==> src/msu_pkg.sv <==
// Shared types and constants for the 1D stencil field update block.
// No dependencies; imported by the controller, datapath, top and checker.
package msu_pkg;

  localparam int FIELD_WIDTH_DEF = 32;
  localparam int ACC_W           = 64;   // increment accumulator, wraps
  localparam int ACC_SHIFT       = 17;   // accumulator scale 2^-33 -> Q16.16
  localparam int CRT_W           = 17;   // courant, unsigned Q1.16
  localparam int TS_W            = 24;   // time step, unsigned Q8.16
  localparam int CFG_DATA_W      = 24;
  localparam int CFG_IDX_W       = 1;

  localparam logic [CRT_W-1:0]     COURANT_ONE   = 17'h10000;
  localparam logic [CFG_IDX_W-1:0] REG_COURANT   = 1'b0;
  localparam logic [CFG_IDX_W-1:0] REG_TIME_STEP = 1'b1;
  localparam logic [1:0]           FILL_FULL     = 2'd2;

  typedef enum logic [2:0] {
    ST_IDLE,
    ST_MUL_B,
    ST_APPLY_B,
    ST_MUL_E,
    ST_APPLY_E
  } state_t;

  typedef struct packed {
    logic ghost;    // seed previous B from ghost cell
    logic store;    // shift arriving cell into window, no result
    logic capture;  // latch arriving cell i+2
    logic mul_b;    // courant products for B, dt products for J
    logic apply_b;  // register new B
    logic mul_e;    // courant products for E
    logic finish;   // load output register, shift window
  } cmd_t;

endpackage

==> src/msu_ctrl.sv <==
// Sequencer for the stencil update: input handshake, window fill count,
// per-cell step sequence and output valid. Uses msu_pkg.
module msu_ctrl (
  input  logic          clk,
  input  logic          rst,
  input  logic          in_valid,
  output logic          in_ready,
  input  logic          first_cell,
  output logic          out_valid,
  input  logic          out_ready,
  output msu_pkg::cmd_t cmd
);
  import msu_pkg::*;

  state_t     state, state_next;
  logic [1:0] fill_count, fill_count_next;
  logic       out_valid_next;

  always_ff @(posedge clk) begin
    if (rst) begin
      state      <= ST_IDLE;
      fill_count <= '0;
      out_valid  <= 1'b0;
    end else begin
      state      <= state_next;
      fill_count <= fill_count_next;
      out_valid  <= out_valid_next;
    end
  end

  always_comb begin
    cmd             = '0;
    in_ready        = 1'b0;
    state_next      = state;
    fill_count_next = fill_count;
    case (state)
      ST_IDLE: begin
        in_ready = 1'b1;
        if (in_valid) begin
          if (first_cell) begin
            cmd.ghost       = 1'b1;
            fill_count_next = '0;
          end else if (fill_count != FILL_FULL) begin
            cmd.store       = 1'b1;
            fill_count_next = 2'(fill_count + 2'd1);
          end else begin
            cmd.capture = 1'b1;
            state_next  = ST_MUL_B;
          end
        end
      end
      ST_MUL_B: begin
        cmd.mul_b  = 1'b1;
        state_next = ST_APPLY_B;
      end
      ST_APPLY_B: begin
        cmd.apply_b = 1'b1;
        state_next  = ST_MUL_E;
      end
      ST_MUL_E: begin
        cmd.mul_e  = 1'b1;
        state_next = ST_APPLY_E;
      end
      ST_APPLY_E: begin
        // wait here until the output register is free
        if (!out_valid || out_ready) begin
          cmd.finish = 1'b1;
          state_next = ST_IDLE;
        end
      end
      default: state_next = ST_IDLE;
    endcase

    if (cmd.finish)
      out_valid_next = 1'b1;
    else if (out_valid && out_ready)
      out_valid_next = 1'b0;
    else
      out_valid_next = out_valid;
  end

endmodule

==> config.mk <==
export PLATFORM = sky130hd
export DESIGN_NAME = msu_ctrl
export DESIGN_NICKNAME = d
export VERILOG_FILES = /design/src/msu_pkg.sv /design/src/msu_ctrl.sv
export SDC_FILE = /design/constraint.sdc
export NUM_CORES = 1
export LEC_CHECK = 0
export BUFFER_PORTS_ARGS = -buffer_cell sky130_fd_sc_hd__clkbuf_2
export CORE_AREA = 8 8 45 47
export CTS_BUF_LIST = sky130_fd_sc_hd__clkbuf_2 sky130_fd_sc_hd__clkbuf_4 sky130_fd_sc_hd__clkbuf_8
export DETAILED_ROUTE_END_ITERATION = 8
export DIE_AREA = 0 0 53 55
export GPL_ROUTABILITY_DRIVEN = 1
export PLACE_DENSITY = 0.48
export SETUP_SLACK_MARGIN = 0.02
export SYNTH_ARGS = -nofsm -noshare
export SYNTH_HDL_FRONTEND = slang
export SYNTH_SLANG_ARGS = --single-unit
==> constraint.sdc <==
create_clock -name clk -period 2.8 [get_ports clk]
set_input_delay 0.56 -clock clk [delete_from_list [all_inputs] [get_ports clk]]
set_output_delay 0.56 -clock clk [all_outputs]
set_load 0.005 [all_outputs]
==> flow_metrics.py, run 1 <==
metrics = {
    "outcome": {
        "outcome": "finished clean",
    },
    "layout": {
        "fillers": 149,
        "layout_commonest_cell": "clkbuf_2",
        "drive_gt1_share_pct": 42.9,
        "fin_util_pct": 29.9,
        "antenna_cells": 0,
        "fin_area_um2": 414,
        "area_delta_synth_final_pct": 31.9,
        "final_cells": 65,
        "nNetsFinal": 57,
        "final_cell_mix": "13 x clkbuf_2, 6 x dfxtp_1, 4 x a21oi_1",
    },
    "power": {
        "p_per_area_nw_per_um2": 453,
        "total_power_mw": 0.187,
        "ir_worst_vdd_mv": 0.185,
        "p_leak_nw": 0.181,
    },
    "global_routing": {
        "grt_usage_pct": 6.35,
        "grt_pass1_vias": 309,
        "grt_pass1_wl_um": 1300,
        "grt_overflow": 0,
        "antenna_found_initial": 0,
        "grt_max_degree": 9,
    },
    "critical_path": {
        "arrival_ns": 1.53,
        "crit_type": "reg2out",
        "r2r_start": "state[1]$_SDFFE_PP0P_",
        "r2r_end": "fill_count[1]$_SDFFE_PP0P_",
        "start_kind": "register",
        "r2r_slack_ns": 1.23,
        "reg2reg_depth": 3,
        "critPathRequiredTime_ns": 2.24,
        "setup.worst_path.end_class": "output pin",
        "crit_fanout": 8,
    },
    "clock_tree": {
        "cts_tree": "built",
        "postCtsSetupRepairBufs": 0,
        "root_buffer": "clkbuf_4",
        "clock_path_buffers": 2,
        "clkSlewWorstSetupHoldPaths_ns": 0.05,
        "ctsHoldBuffers": 0,
        "cts_sinks": 6,
        "cts_buffers": 3,
        "cts_resized": 0,
        "h-tree-depth": 1,
        "clock_latency_ns": 0.25,
    },
    "logic_synthesis": {
        "synth_nets": 40,
        "synth_area_um2": 314,
        "synth_cell_types": 20,
        "synth_seq_cells": 6,
        "syn_area_per_cell_um2": 9.24,
        "seq_area_frac_synth_pct": 38.2,
        "synthCells": 34,
        "yosysWarnings": 0,
    },
    "timing": {
        "rsz0062_at_grt": "no",
        "holdWs_ns": 0.488,
        "fin_setup_tns_ns": 0,
        "tightest_slew_ns": 0.249,
        "hold_viol": 0,
        "timing.fmax_mhz": 479,
        "relSlewSlack_pct": 83.4,
        "fin_ws_ns": 0.713,
        "period_minus_slack_ns": 2.09,
        "slew_violations": 0,
        "fin_skew_ns": 0.00774,
        "setup_viol": 0,
        "period_share_pct": 74.5,
    },
    "hold_path": {
        "min_to": "fill_count[0]$_SDFFE_PP0P_",
        "hold_path.class": "reg2reg",
        "min_path_cells": 2,
        "hold_start": "fill_count[0]$_SDFFE_PP0P_",
    },
    "floorplanning": {
        "dieHeight_um": 55,
        "num_rows": 14,
        "die-area_um2": 2920,
        "dieWidth_um": 53,
        "initial_core_util_pct": 22.7,
        "core_um2": 1380,
        "ios": 14,
    },
    "detailed_routing": {
        "wl_um": 717,
        "first_pass_iters": 2,
        "detail_route.iter0.violations": 7,
        "postRouteAntennaNets": 0,
        "num_vias": 299,
        "routed_via_density": 4.60,
        "route.detailed.drc": 0,
        "detail_route.wl_per_cell_um": 11.0,
    },
    "placed_design": {
        "dpl_cell_area_um2": 392,
        "portBuffers": 13,
        "hpwlAfterDp_um": 553,
        "placedCellCount": 62,
        "pre_cts_slack_ns": 0.771,
        "gp_congestion": 0.789,
    },
    "job": {
        "maxCapViolations": 0,
    },
}
-- cells in the mapped netlist (all sizes together) --
master  count  area share, %
ha          1            4.0
nor4        1            2.0
nor2        1            1.2
or3b        1            2.8
nor2b       2            4.0
or4         2            4.8
and3        1            2.0
o21ai       2            3.2
inv         1            1.2
xnor2       1            2.8
dfxtp       6             38
and3b       1            3.2
a21oi       4            6.4
nor3b       2            4.8
nand2b      1            2.0
buf         1            2.4
nor3        3            4.8
o21ba       1            3.2
and2b       1            2.8
or4b        1            4.4
-- state kept, by name, summed over array words and instances, names as in the netlist --
register / cells
state: 3
fill_count: 2
out_valid: 1
-- cell families (layout without fill, tap and decap cells) --
group                    Yosys count  in the layout  share of synthesized area (%)
flip-flops                         6              6                           38.2
XOR/XNOR                           1              1                           2.79
AO/OA/AOI/OAI                      7              7                           12.7
buffers and inverters              2             17                           3.59
AND/OR/NAND/NOR                   17             17                           38.6
adder cells (fa/ha/maj)            1              1                           3.98
-- worst max path at each step --
stage,start,endpoint
after floorplan,in_valid,cmd[4]
after global placement,in_valid,cmd[4]
after detailed placement,in_valid,cmd[4]
after CTS,state[1]$_SDFFE_PP0P_,cmd[4]
after global routing,state[1]$_SDFFE_PP0P_,cmd[4]
final,state[1]$_SDFFE_PP0P_,cmd[4]
-- power by group --
group / internal [mW] / switching [mW] / total (mW)
combinational: 0.00870 / 0.00755 / 0.0162
clock: 0.0487 / 0.0340 / 0.0827
sequential: 0.0872 / 0.00134 / 0.0886
-- layer usage --
metal / global-route usage [%] / share of wire [%]
met1: 7.80 / 54
met2: 7.42 / 37
met3: 3.21 / 7.3
met4: 6.47 / 1.1
met5: 0 / 0
-- area by class of cell --
class,count,area [um^2],share of cell area (%)
clock buffer,3,22.5,5.44
tap,16,20.0,4.83
sequential,6,120,29.0
inverter,1,3.75,0.906
timing repair buffer,13,65.1,15.7
multi-input combinational,26,183,44.1
-- worst max-delay path: stages, from the launching register on --
cell      delay [ns]
dfxtp_1         0.37
or4b_4          0.59
and2b_2         0.22
clkbuf_2        0.11
Power figures use the tool's default switching activity.
==> run 2: changes to the inputs <==
- ABC_AREA: default -> 1
- PLACE_DENSITY: 0.48 -> 0.53
- clock period: 2.8 -> 1.86 ns (I/O delays scaled with it)
==> run 2 against run 1 <==
Clock skew decreased by 0.0026 ns. Critical path depth grew 1. Worst hold slack lost 0.15 ns. Via count grew 19%. Combinational power increased to 14 times the previous value. Sequential power rose by 100%. Utilization increased by 3.3 points. Highest routed layer is now met3. Register-to-register slack got worse by 0.48 ns. Wire length is 6.3% higher.
==> flow_metrics.py, run 2 <==
metrics = {
    "clock_tree": {
        "clkSlewWorstSetupHoldPaths_ns": 0.05,
        "clock_path_buffers": 2,
        "cts_tree": "built",
        "postCtsSetupRepairBufs": 0,
        "cts_buffers": 3,
        "root_buffer": "clkbuf_4",
        "h-tree-depth": 1,
        "cts_sinks": 6,
        "cts_resized": 0,
        "clock_latency_ns": 0.24,
        "ctsHoldBuffers": 0,
    },
    "logic_synthesis": {
        "synthArstFlopShare_pct": 0,
        "synth_area_um2": 359,
        "synth_top_area_share_pct": 33.4,
        "synth_nets": 60,
        "yosysTopAreaCell": "dfxtp_1",
        "synth_cell_types": 16,
        "synth_seq_cells": 6,
        "syn_area_per_cell_um2": 6.65,
        "seq_area_frac_synth_pct": 33.4,
        "synthCells": 54,
        "synth_edf_count": 0,
        "yosysWarnings": 0,
        "synth_area_leaders": "dfxtp_1 33%, nor2_1 11%, nand3_1 8.4%",
        "synth_ff_type": "dfxtp_1",
        "yosysMostFrequentCell": "nor2_1",
        "yosys-top-cells-count": "11 x nor2_1, 7 x inv_1, 7 x nand2_1",
    },
    "layout": {
        "antenna_cells": 0,
        "drive_gt1_share_pct": 39.1,
        "top_regs": "state: 3 flops, fill_count: 2 flops, out_valid: 1 flops",
        "final_cell_mix": "13 x clkbuf_2, 11 x nor2_1, 7 x inv_1, 7 x nand2_1",
        "final_cells": 85,
        "layout_commonest_cell": "clkbuf_2",
        "largest_register_ffs": 3,
        "area_delta_synth_final_pct": 27.9,
        "nNetsFinal": 77,
        "largest-register": "state",
    },
    "timing": {
        "timing.fmax_mhz": 629,
        "period_minus_slack_ns": 1.59,
        "hold_viol": 0,
        "tightest_slew_ns": 0.220,
        "setup_viol": 0,
        "relSlewSlack_pct": 85.3,
        "fin_setup_tns_ns": 0,
        "fin_skew_ns": 0.00510,
        "slew_violations": 0,
        "period_share_pct": 85.4,
        "rsz0062_at_grt": "no",
    },
    "placed_design": {
        "placedCellCount": 82,
        "gp_congestion": 0.715,
        "portBuffers": 13,
        "hpwlAfterDp_um": 659,
    },
    "power": {
        "p_per_area_nw_per_um2": 1140,
        "power.internal_mw": 0.323,
        "power.share.clock_pct": 22.3,
        "p_leak_nw": 0.250,
        "p_sw_share_pct": 38.5,
        "ir_worst_vdd_mv": 0.418,
        "sequentialPowerShare_pct": 34.5,
        "total_power_mw": 0.525,
        "switchingPower_mw": 0.202,
        "combPwrFrac_pct": 43.1,
    },
    "critical_path": {
        "path_cells": "inv_1, ha_1, nor4_2, clkbuf_2",
        "start_kind": "register",
        "crit_buf_inv": 2,
        "r2r_start": "fill_count[0]$_SDFFE_PP0P_",
        "critPathMaxStageDelay_ns": 0.32,
        "slowest_stage": "dfxtp_1",
        "arrival_ns": 1.22,
        "reg2reg_depth": 6,
        "crit_fanout": 3,
        "crit_path_start": "fill_count[0]$_SDFFE_PP0P_",
        "worstSetupEndpoint": "cmd[5]",
        "cpLargestDelayFamily": "flip-flops",
        "r2r_end": "fill_count[1]$_SDFFE_PP0P_",
        "critPathRequiredTime_ns": 1.49,
        "crit_type": "reg2out",
        "r2r_slack_ns": 0.75,
        "setup.worst_path.end_class": "output pin",
        "crit_cells": 4,
    },
    "detailed_routing": {
        "wl_um": 762,
        "postRouteAntennaNets": 0,
        "detail_route.iter0.violations": 2,
        "num_vias": 356,
        "first_pass_iters": 2,
        "detail_route.wl_per_cell_um": 8.96,
        "routed_via_density": 4.19,
        "route.detailed.drc": 0,
    },
    "floorplanning": {
        "num_rows": 14,
        "dieWidth_um": 53,
        "ios": 14,
        "core_um2": 1380,
        "dieHeight_um": 55,
        "initial_core_util_pct": 25.9,
        "die-area_um2": 2920,
    },
    "hold_path": {
        "hold_path.class": "in2reg",
    },
    "global_routing": {
        "grt_pass1_vias": 344,
        "grt_max_degree": 6,
        "grt_pass1_wl_um": 1300,
        "antenna_found_initial": 0,
        "grt_overflow": 0,
        "grt_usage_pct": 6.12,
    },
    "outcome": {
        "outcome": "finished clean",
    },
    "job": {
        "maxCapViolations": 0,
    },
}
[run 2: cells by family (layout without fill, tap and decap cells)]
logic type / count (synthesis) / count (layout) / share of synthesized area (%)
compound gates: 2 / 2 / 3.48
fa+ha+maj: 1 / 1 / 3.48
flops: 6 / 6 / 33.5
simple gates: 34 / 34 / 47.0
buf+inv: 11 / 26 / 12.5
[run 2: power groups by stage]
stage	clock network [mW]	logic [mW]	registers, mW
floorplan	0	0.164	0.180
global placement	0	0.232	0.184
detailed placement	0	0.233	0.184
CTS	0.126	0.234	0.181
global route	0.131	0.262	0.186
finish	0.117	0.227	0.181
[run 2: how the worst min path moves through the flow]
stage / from / end / slack [ns] / cells past startpoint
after floorplan: rst / state[2]$_SDFFE_PP0P_ / 0.44 / 1
after global placement: fill_count[0]$_SDFFE_PP0P_ / fill_count[0]$_SDFFE_PP0P_ / 0.46 / 2
after detailed placement: fill_count[0]$_SDFFE_PP0P_ / fill_count[0]$_SDFFE_PP0P_ / 0.47 / 2
after CTS: rst / state[2]$_SDFFE_PP0P_ / 0.33 / 2
after global routing: rst / state[0]$_SDFFE_PP0P_ / 0.34 / 2
final: rst / state[0]$_SDFFE_PP0P_ / 0.34 / 2
[run 2: area by class of cell]
type / count / area, um^2
multi-input combinational: 37 / 194
fill: 157 / 925
sequential: 6 / 120
clock buffer: 3 / 22.5
inverter: 10 / 37.5
timing repair buffer: 13 / 65.1
tap: 16 / 20.0
[run 2: layer usage]
layer	up-vias	track usage, %	part of all wire (%)
li1	198	-	-
met3	0	3.48	13
met4	0	5.17	0
met5	-	0	0
met2	12	8.59	40
met1	146	6.54	47
[run 2: metrics by stage]
stage                     instance area [um^2]  util, %  hold WS [ns]  setup slack (ns)
after global placement                     437     31.6         0.465             0.530
final                                      459     33.2         0.336             0.271
after detailed placement                   437     31.6         0.474             0.511
after global routing                       459     33.2         0.342             0.195
after floorplan                            359        -         0.441             0.652
after CTS                                  459     33.2         0.330             0.248
